==> config.mk <==
export PLATFORM = sky130hd
export DESIGN_NAME = ycbcr420_to_rgb_quad
export DESIGN_NICKNAME = d
export VERILOG_FILES = /design/src/rtl/ycc_pkg.sv /design/src/rtl/ycc_chroma.sv /design/src/rtl/ycc_lane.sv /design/src/rtl/ycbcr420_to_rgb_quad.sv
export VERILOG_INCLUDE_DIRS = /design/src /design/src/rtl
export SDC_FILE = /design/constraint.sdc
export NUM_CORES = 2
export LEC_CHECK = 0
export BUFFER_PORTS_ARGS = -buffer_cell sky130_fd_sc_hd__clkbuf_2
export CAP_MARGIN = 20
export CELL_PAD_IN_SITES_DETAIL_PLACEMENT = 0
export CELL_PAD_IN_SITES_GLOBAL_PLACEMENT = 1
export CORE_MARGIN = 2
export CORE_UTILIZATION = 47
export CTS_CLUSTER_DIAMETER = 200
export DETAILED_ROUTE_END_ITERATION = 12
export GPL_ROUTABILITY_DRIVEN = 0
export PLACE_DENSITY = 0.9
export SYNTH_ARGS = -nofsm -noshare
export SYNTH_HDL_FRONTEND = slang
export SYNTH_HIERARCHICAL = 1
export SYNTH_SLANG_ARGS = --single-unit
==> constraint.sdc <==
create_clock -name clk -period 5.66 [get_ports clk]
set_input_delay 0.566 -clock clk [delete_from_list [all_inputs] [get_ports clk]]
set_output_delay 0.566 -clock clk [all_outputs]
set_load 0.005 [all_outputs]
==> src/rtl/ycbcr420_to_rgb_quad_macros.svh <==
// assertion macros for the 4:2:0 to rgb quad converter
// used by modules that check their own pipeline control; needs clk and rst in scope
`ifndef YCBCR420_TO_RGB_QUAD_MACROS_SVH
`define YCBCR420_TO_RGB_QUAD_MACROS_SVH

// consequent must hold in the same cycle as the antecedent
`define YCC_ASSERT_SAME(lbl, ant, con, msg) \
  lbl: assert property (@(posedge clk) disable iff (rst) (ant) |-> (con)) else $error(msg);

// consequent must hold in the cycle after the antecedent
`define YCC_ASSERT_NEXT(lbl, ant, con, msg) \
  lbl: assert property (@(posedge clk) disable iff (rst) (ant) |=> (con)) else $error(msg);

`endif

==> src/rtl/ycc_pkg.sv <==
// shared types and constants of the 4:2:0 to rgb quad converter
// no dependencies; imported by every module of the block
`timescale 1ns / 1ps

package ycc_pkg;

  // field widths
  localparam int PIX_W   = 8;
  localparam int DIFF_W  = PIX_W + 1;   // sample minus offset, signed
  localparam int TERM_W  = 26;          // one coefficient product, signed
  localparam int SUM_W   = 27;          // luma term plus chroma terms, signed
  localparam int FRAC_W  = 16;          // fractional bits of the coefficients
  localparam int SHIFT_W = SUM_W - FRAC_W;
  localparam int LANES   = 4;
  localparam int IN_W    = 6 * PIX_W;
  localparam int OUT_W   = 3 * LANES * PIX_W;

  // bt.601 video range coefficients, 16 fractional bits
  localparam logic signed [TERM_W-1:0] COEF_Y    = TERM_W'(76309);
  localparam logic signed [TERM_W-1:0] COEF_CR_R = TERM_W'(104597);
  localparam logic signed [TERM_W-1:0] COEF_CB_B = TERM_W'(132201);
  localparam logic signed [TERM_W-1:0] COEF_CB_G = TERM_W'(25675);
  localparam logic signed [TERM_W-1:0] COEF_CR_G = TERM_W'(53279);

  // sample offsets
  localparam logic signed [DIFF_W-1:0] LUMA_OFFSET = DIFF_W'(16);
  localparam logic signed [DIFF_W-1:0] CHROMA_MID  = DIFF_W'(128);
  localparam logic [PIX_W-1:0]         PIX_MAX     = PIX_W'(255);

  // chroma products shared by all four lanes
  typedef struct packed {
    logic signed [TERM_W-1:0] red;
    logic signed [TERM_W-1:0] blue;
    logic signed [TERM_W-1:0] green_cb;
    logic signed [TERM_W-1:0] green_cr;
  } chroma_terms_t;

  // one output pixel
  typedef struct packed {
    logic [PIX_W-1:0] blue;
    logic [PIX_W-1:0] green;
    logic [PIX_W-1:0] red;
  } rgb_t;

endpackage

==> src/rtl/ycc_chroma.sv <==
// chroma product stage: the four cb/cr coefficient products, registered
// depends on ycc_pkg
`timescale 1ns / 1ps

module ycc_chroma
  import ycc_pkg::*;
(
  input  logic               clk,
  input  logic               load,
  input  logic [PIX_W-1:0]   cb,
  input  logic [PIX_W-1:0]   cr,
  output chroma_terms_t      terms
);

  logic signed [DIFF_W-1:0] cb_diff;
  logic signed [DIFF_W-1:0] cr_diff;

  // remove the chroma midpoint
  assign cb_diff = signed'({1'b0, cb}) - CHROMA_MID;
  assign cr_diff = signed'({1'b0, cr}) - CHROMA_MID;

  // one multiplier per product, registered
  always_ff @(posedge clk) begin
    if (load) begin
      terms.red      <= TERM_W'(TERM_W'(cr_diff) * COEF_CR_R);
      terms.blue     <= TERM_W'(TERM_W'(cb_diff) * COEF_CB_B);
      terms.green_cb <= TERM_W'(TERM_W'(cb_diff) * COEF_CB_G);
      terms.green_cr <= TERM_W'(TERM_W'(cr_diff) * COEF_CR_G);
    end
  end

endmodule

==> src/rtl/ycc_lane.sv <==
// one pixel lane: luma product, then sum with chroma terms, shift and clamp
// depends on ycc_pkg
`timescale 1ns / 1ps

module ycc_lane
  import ycc_pkg::*;
(
  input  logic               clk,
  input  logic               load_mul,
  input  logic               load_out,
  input  logic [PIX_W-1:0]   luma,
  input  chroma_terms_t      terms,
  output rgb_t               pix
);

  logic signed [DIFF_W-1:0] y_diff;
  logic signed [TERM_W-1:0] y_term;
  logic signed [SUM_W-1:0]  sum_red;
  logic signed [SUM_W-1:0]  sum_green;
  logic signed [SUM_W-1:0]  sum_blue;

  // floor shift by the fraction width, then clamp to the pixel range
  function automatic logic [PIX_W-1:0] clamp_pix(input logic signed [SUM_W-1:0] sum);
    logic signed [SHIFT_W-1:0] shifted;
    shifted = sum[SUM_W-1:FRAC_W];
    if (shifted[SHIFT_W-1]) begin
      clamp_pix = '0;
    end else if (|shifted[SHIFT_W-2:PIX_W]) begin
      clamp_pix = PIX_MAX;
    end else begin
      clamp_pix = shifted[PIX_W-1:0];
    end
  endfunction

  assign y_diff = signed'({1'b0, luma}) - LUMA_OFFSET;

  // luma product
  always_ff @(posedge clk) begin
    if (load_mul) begin
      y_term <= TERM_W'(TERM_W'(y_diff) * COEF_Y);
    end
  end

  // color sums
  assign sum_red   = SUM_W'(y_term) + SUM_W'(terms.red);
  assign sum_green = SUM_W'(y_term) - SUM_W'(terms.green_cb) - SUM_W'(terms.green_cr);
  assign sum_blue  = SUM_W'(y_term) + SUM_W'(terms.blue);

  // output register of the lane
  always_ff @(posedge clk) begin
    if (load_out) begin
      pix.red   <= clamp_pix(sum_red);
      pix.green <= clamp_pix(sum_green);
      pix.blue  <= clamp_pix(sum_blue);
    end
  end

endmodule

==> src/rtl/ycbcr420_to_rgb_quad.sv <==
// Converts one 2x2 block of a 4:2:0 picture to four RGB pixels (BT.601,
// video range, fixed-point coefficients with 16 fractional bits, results clamped to 0..255).
//
// Input beat on s_tdata: four luma bytes (top left, top right, bottom left,
// bottom right) then Cb and Cr. Output beat on m_tdata: red, green, blue of
// each pixel in the same pixel order.
//
// An accepted input beat passes two register stages on its way to m_tvalid:
// the multiplier stage for the coefficient products, then the output
// register, which takes the sums and clamps. Four pixel lanes run side by
// side and share the chroma products, so a new beat is taken every cycle
// while m_tready stays high: throughput is one block per cycle.
//
// Each stage has its own valid bit and loads when it is empty or its
// successor moves. When the receiver holds m_tready low the output beat is
// kept stable, and the block still takes one more input beat into the free
// multiplier stage before s_tready drops.
//
// Synchronous reset clears the valid bits only; no beat is in flight after.
`timescale 1ns / 1ps

module ycbcr420_to_rgb_quad
  import ycc_pkg::*;
(
  input  logic             clk,
  input  logic             rst,
  input  logic             s_tvalid,
  output logic             s_tready,
  // luma_top_left, luma_top_right, luma_bottom_left, luma_bottom_right,
  // chroma_blue, chroma_red
  input  logic [IN_W-1:0]  s_tdata,
  output logic             m_tvalid,
  input  logic             m_tready,
  // top_left_red/green/blue, top_right_red/green/blue,
  // bottom_left_red/green/blue, bottom_right_red/green/blue
  output logic [OUT_W-1:0] m_tdata
);

`include "ycbcr420_to_rgb_quad_macros.svh"

  logic          mul_valid;
  logic          mul_load;
  logic          out_load;
  logic          mul_free;
  logic          out_free;
  chroma_terms_t terms;
  rgb_t          pix [LANES];

  // stage control
  assign out_free = !m_tvalid || m_tready;
  assign mul_free = !mul_valid || out_free;
  assign s_tready = mul_free;
  assign mul_load = s_tvalid && mul_free;
  assign out_load = mul_valid && out_free;

  always_ff @(posedge clk) begin
    if (rst) begin
      mul_valid <= 1'b0;
      m_tvalid  <= 1'b0;
    end else begin
      if (mul_free) begin
        mul_valid <= s_tvalid;
      end
      if (out_free) begin
        m_tvalid <= mul_valid;
      end
    end
  end

  // shared chroma products
  ycc_chroma u_chroma (
    .clk   (clk),
    .load  (mul_load),
    .cb    (s_tdata[4*PIX_W +: PIX_W]),
    .cr    (s_tdata[5*PIX_W +: PIX_W]),
    .terms (terms)
  );

  // pixel lanes and merge into the output beat
  for (genvar i = 0; i < LANES; i++) begin : g_lane
    ycc_lane u_lane (
      .clk      (clk),
      .load_mul (mul_load),
      .load_out (out_load),
      .luma     (s_tdata[i*PIX_W +: PIX_W]),
      .terms    (terms),
      .pix      (pix[i])
    );
    assign m_tdata[(3*i+0)*PIX_W +: PIX_W] = pix[i].red;
    assign m_tdata[(3*i+1)*PIX_W +: PIX_W] = pix[i].green;
    assign m_tdata[(3*i+2)*PIX_W +: PIX_W] = pix[i].blue;
  end

  // pipeline control checks
  `YCC_ASSERT_SAME(a_full_blocks, mul_valid && m_tvalid && !m_tready, !s_tready, "input taken while both stages are full and stalled")
  `YCC_ASSERT_NEXT(a_accept_fills, s_tvalid && s_tready, mul_valid, "accepted beat did not reach the multiplier stage")
  `YCC_ASSERT_NEXT(a_stall_keeps, mul_valid && m_tvalid && !m_tready, mul_valid, "beat lost from the multiplier stage during a stall")
  `YCC_ASSERT_NEXT(a_advance, mul_valid && (!m_tvalid || m_tready), m_tvalid, "beat did not advance into the output register")

endmodule
**Yosys cells after proc, flatten, opt, wreduce, memory -nomap -nowiden**

Cells that the tools add are included.

- Bits in registers: 305
- Bits of input ports: 52
- Output and inout bits: 98

- Add/sub/neg operators: 22
- Multiply operators: 8
- Mux-type cells: 12
- Reduce and logical (&&, ||, !) cells: 18

Operators by type and width:

| cell | count |
|---|---|
| adder 26 x 26 -> 27 bit | 8 |
| multiplier 9 x 18 -> 26 bit, second input constant | 5 |
| subtractor 26 x 25 -> 27 bit | 4 |
| subtractor 27 x 26 -> 27 bit | 4 |
| 2-to-1 mux 8 bit | 12 |
| subtractor 8 x 5 -> 9 bit, second input constant | 4 |
| multiplier 9 x 17 -> 26 bit, second input constant | 1 |
| multiplier 9 x 19 -> 26 bit, second input constant | 1 |
| multiplier 9 x 16 -> 25 bit, second input constant | 1 |
| OR reduction 2 bit | 12 |
| subtractor 8 x 8 -> 9 bit, second input constant | 2 |
| logical AND 1 bit | 2 |
| logical NOT 1 bit | 2 |
| logical OR 1 bit | 2 |

**Depth between registers and ports, before layout**

- Depth in word-level cells: 4
- Depth in mapped cells: 21

**Hierarchy**

Netlist, hierarchy kept.

By module, submodules not included:

| module | times used | cells each | area each (µm²) | seq. area each (µm²) |
|---|---|---|---|---|
| ycc_chroma | 1 | 1112 | 11776.3 | 3032.9 |
| ycc_lane (g_lane[3].u_lane) | 1 | 732 | 7235.7 | 1501.4 |
| ycc_lane (g_lane[2].u_lane) | 1 | 731 | 7179.4 | 1501.4 |
| ycc_lane (g_lane[1].u_lane) | 1 | 703 | 6982.9 | 1501.4 |
| ycc_lane (g_lane[0].u_lane) | 1 | 675 | 6855.3 | 1501.4 |
| ycbcr420_to_rgb_quad | 1 | 10 | 103.8 | 40.0 |

**Least setup slack after synthesis**

Ideal clock, no wire load.

- Path kind: input-to-reg
- Start: input s_tdata[12]
- End: register g_lane[1].u_lane.y_term[24], data pin
- Setup time: 264 ps
- Data arrival time: 5563 ps
- Data required time: 5396 ps
- Slack: -166 ps
- Stages: 17
- Path through: inv_1 -> ha_1 -> nor3b_1 -> ha_1 -> inv_1 -> fa_1 -> inv_1 -> fa_1 -> fa_1 -> ha_1 -> ha_1 -> and4_1 -> nor2b_1 -> a2111oi_0 -> nor2_1 -> a221oi_1 -> xnor2_1

- Longest elaborated chain between the ends: 2

RTL lines:

| element | line | RTL |
|---|---|---|
| from (decl) | ycbcr420_to_rgb_quad.sv:31 | `input logic [IN_W-1:0] s_tdata,` |
| subtractor 8 x 5 -> 9 bit | ycc_lane.sv:35 | `assign y_diff = signed'({1'b0, luma}) - LUMA_OFFSET;` |
| multiplier 9 x 18 -> 26 bit | ycc_lane.sv:40 | `y_term <= TERM_W'(TERM_W'(y_diff) * COEF_Y);` |
| to (signal assigned) | ycc_lane.sv:40 |  |
| to (decl) | ycc_lane.sv:17 | `logic signed [TERM_W-1:0] y_term;` |

Every way passes these cells.
A chain may end at the register's enable or synchronous reset.

**Worst setup path after layout**

- Start: input s_tdata[4]
- End: register g_lane[0].u_lane.y_term[22], data pin

- Longest elaborated chain between the ends: 2

RTL lines:

| element | line |
|---|---|
| subtractor 8 x 5 -> 9 bit | ycc_lane.sv:35 |
| multiplier 9 x 18 -> 26 bit | ycc_lane.sv:40 |
| to (signal assigned) | ycc_lane.sv:40 |
| to (decl) | ycc_lane.sv:17 |

Every way passes these cells.

==> flow_summary.toml <==
[run_status]
status = "complete, no violations"

[sta]
fin_crit_sh = 0.887
worst_pin_slew_ns = 1.12
fmaxAchievable_mhz = 199
finClkSkew_ns = 0.0228
setup_violations = 0
fin_crit_ns = 5.02
grt_setup_unrepaired = "false"
finalHoldViolations = 0
slew_viol_final = 0
finalSetupTns_ns = 0
slew_headroom = 0.255

[power_and_ir_drop]
total_power_mw = 26.0
vdd.ir_drop.worst_mv = 0.379
power_density_nw_per_um2 = 594
p_leak_nw = 21.6

[clocking]
clock-root-buffer = "clkbuf_16"
cts_setup_buffers = 0
clk_latency_ns = 0.56
numCtsBuffers = 37
path_clk_slew_ns = 0.06
clkSinkCount = 303
cts.repair.resized = 0
cts_tree = "yes"
ctsLongestPathBuffers = 3
cts_hold_buf = 0
htree_levels = 2

[worst_setup_path]
crit_arrival_ns = 5.32
cp-end-kind = "register"
start_kind = "input port"
r2r_slack_ns = 1.39
cp_max_fo = 4
required_ns = 5.96
critPathKind = "input port to register"

[floorplan]
fp-row-count = 107
io_pins = 150
coreArea_um2 = 84900
dieArea_um2 = 87700
start_util = 0.473
die_w_um = 296
fp.dieH_um = 296

[yosys]
syn-num-nets = 5190
synthTopCellsByCount = "ha_1, inv_1, edfxtp_1"
synth.cell_area_um2 = 40100
yosysUniqueCellTypes = 116
yosysMostFrequentCell = "ha_1"
yosysWarnings = 6
synth.avg_cell_area_um2 = 10.1
ys_seq_elements = 303
yosys-top-cells-area = "ha_1, edfxtp_1, fa_1, inv_1, xnor2_1"
synth-edff-count = 301
synth_top_area_share = 0.283
synth_top_cell_by_area = "ha_1"
yosysSeqAreaShare = 0.226
synthArstFlopShare = 0
synth_flop_cell = "edfxtp_1"
synth_cells = 3963

[global_route]
grt_pass1_vias = 29300
grt_max_degree = 147
grt_overflow = 0
antenna_found_initial = 4
grt_first_pass_wirelength_um = 166000
track_usage = 0.246

[cells_and_area]
diodes = 0
area_growth_pct = 8.87
finalNetCount = 5397
drive_gt1_frac = 0.0804
nFillCells = 7646

[worst_hold_path]
hold_class = "input port to register"

[placement]
dp_hpwl_um = 91000
port_buffers = 149

[drt]
via_per_inst = 5.64
ant_nets = 0
top_layer = "met5"
wl_met2_um = 48200
post_drt_wl_per_cell_um = 20.1
wl_um = 107000
remaining_drc_errors = 0
dr.pass1.iters = 6
vias = 30100
drt_iter0_markers = 2454
wl_met3_um = 6510
met1_length_um = 48600

[job]
maxCapViolCount = 0
==> final cells by class <==
| type | count | area (um2) | area share |
|---|---|---|---|
| clock inverters | 23 | 236 | 0.00541 |
| repair buffers | 185 | 1030 | 0.0235 |
| clock buffers | 40 | 937 | 0.0214 |
| inverters | 645 | 2420 | 0.0554 |
| multi-input cells | 2998 | 28600 | 0.654 |
| flip-flops and latches | 303 | 9080 | 0.208 |
| well taps | 1144 | 1430 | 0.0328 |
==> placed cells by master, fill, tap and decap left out, drive strengths merged, types with 113 or more instances in the layout <==
cell type	synthesis	routed
xnor2	145	145
nor2	170	170
edfxtp	301	301
a21o	113	113
nand2	140	140
fa	266	266
inv	645	651
o21ai	149	149
ha	909	909
a21oi	250	250
clkbuf	10	189
==> flip-flops by register name, summed over array words and instances (netlist names) <==
name	flops
g_lane.u_lane/y_term	104
u_chroma/terms	101
g_lane.u_lane/pix	96
m_tvalid	1
mul_valid	1
==> metal layers <==
metal | vias up | track usage
met5 | - | 0
met4 | 2 | 0.0823
met3 | 160 | 0.0284
met2 | 910 | 0.399
met1 | 14400 | 0.342
li1 | 14600 | -
==> cells by family after synthesis <==
group | count (synthesis) | share of synthesized area
adder cells (fa/ha/maj) | 1175 | 0.416
AO/OA/AOI/OAI | 909 | 0.158
AND/OR/NAND/NOR | 688 | 0.0874
buffers and inverters | 662 | 0.0624
flip-flops | 303 | 0.226
XOR/XNOR | 220 | 0.0480
multiplexers | 6 | 0.00153
==> worst max-delay path, cell delays in order <==
cell and delay, ns:
clkbuf_2 0.14, inv_1 0.07, ha_1 0.29, inv_1 0.11, ha_1 0.21, ha_1 0.26, ha_1 0.28, inv_1 0.05
fa_1 0.50, inv_1 0.04, ha_1 0.28, ha_1 0.23, fa_1 0.40, a21o_1 0.19, a21oi_1 0.26, o211ai_1 0.13
a221o_1 0.32, a211oi_1 0.33, o21ai_1 0.17, a31o_1 0.23, a21oi_1 0.17, xnor2_1 0.09
==> stage by stage <==
stage / hold WS [ns] / utilization / instance area, um2 / setup WS (ns) / instances
after CTS: 0.161 / 0.515 / 43700 / 0.659 / 5338
final: 0.187 / 0.515 / 43700 / 0.641 / 5338
after global placement: 0.480 / 0.501 / 42500 / 0.146 / 5275
after global routing: 0.175 / 0.515 / 43700 / 0.329 / 5338
after detailed placement: 0.498 / 0.501 / 42500 / 0.0776 / 5275
after floorplan: 0.462 / - / 40100 / 0.167 / 3963
==> final timing paths <==
kind / from / to / cells past startpoint
max: s_tdata[4] / g_lane[0].u_lane/y_term[22]$_DFFE_PP_ / 22
min: rst / mul_valid$_SDFFE_PP0P_ / 2
max reg2reg: u_chroma/terms[2]$_DFFE_PP_ / g_lane[1].u_lane/pix[8]$_SDFFCE_PP0P_ / 11
min reg2reg: mul_valid$_SDFFE_PP0P_ / m_tvalid$_SDFFE_PP0P_ / 2
==> report_power, final <==
group	switching (mW)	internal (mW)
registers	1.33	3.82
clock network	1.00	1.35
logic	10.6	7.81
total	13.0	13.0
No activity file was read; power rests on OpenSTA's default activity.
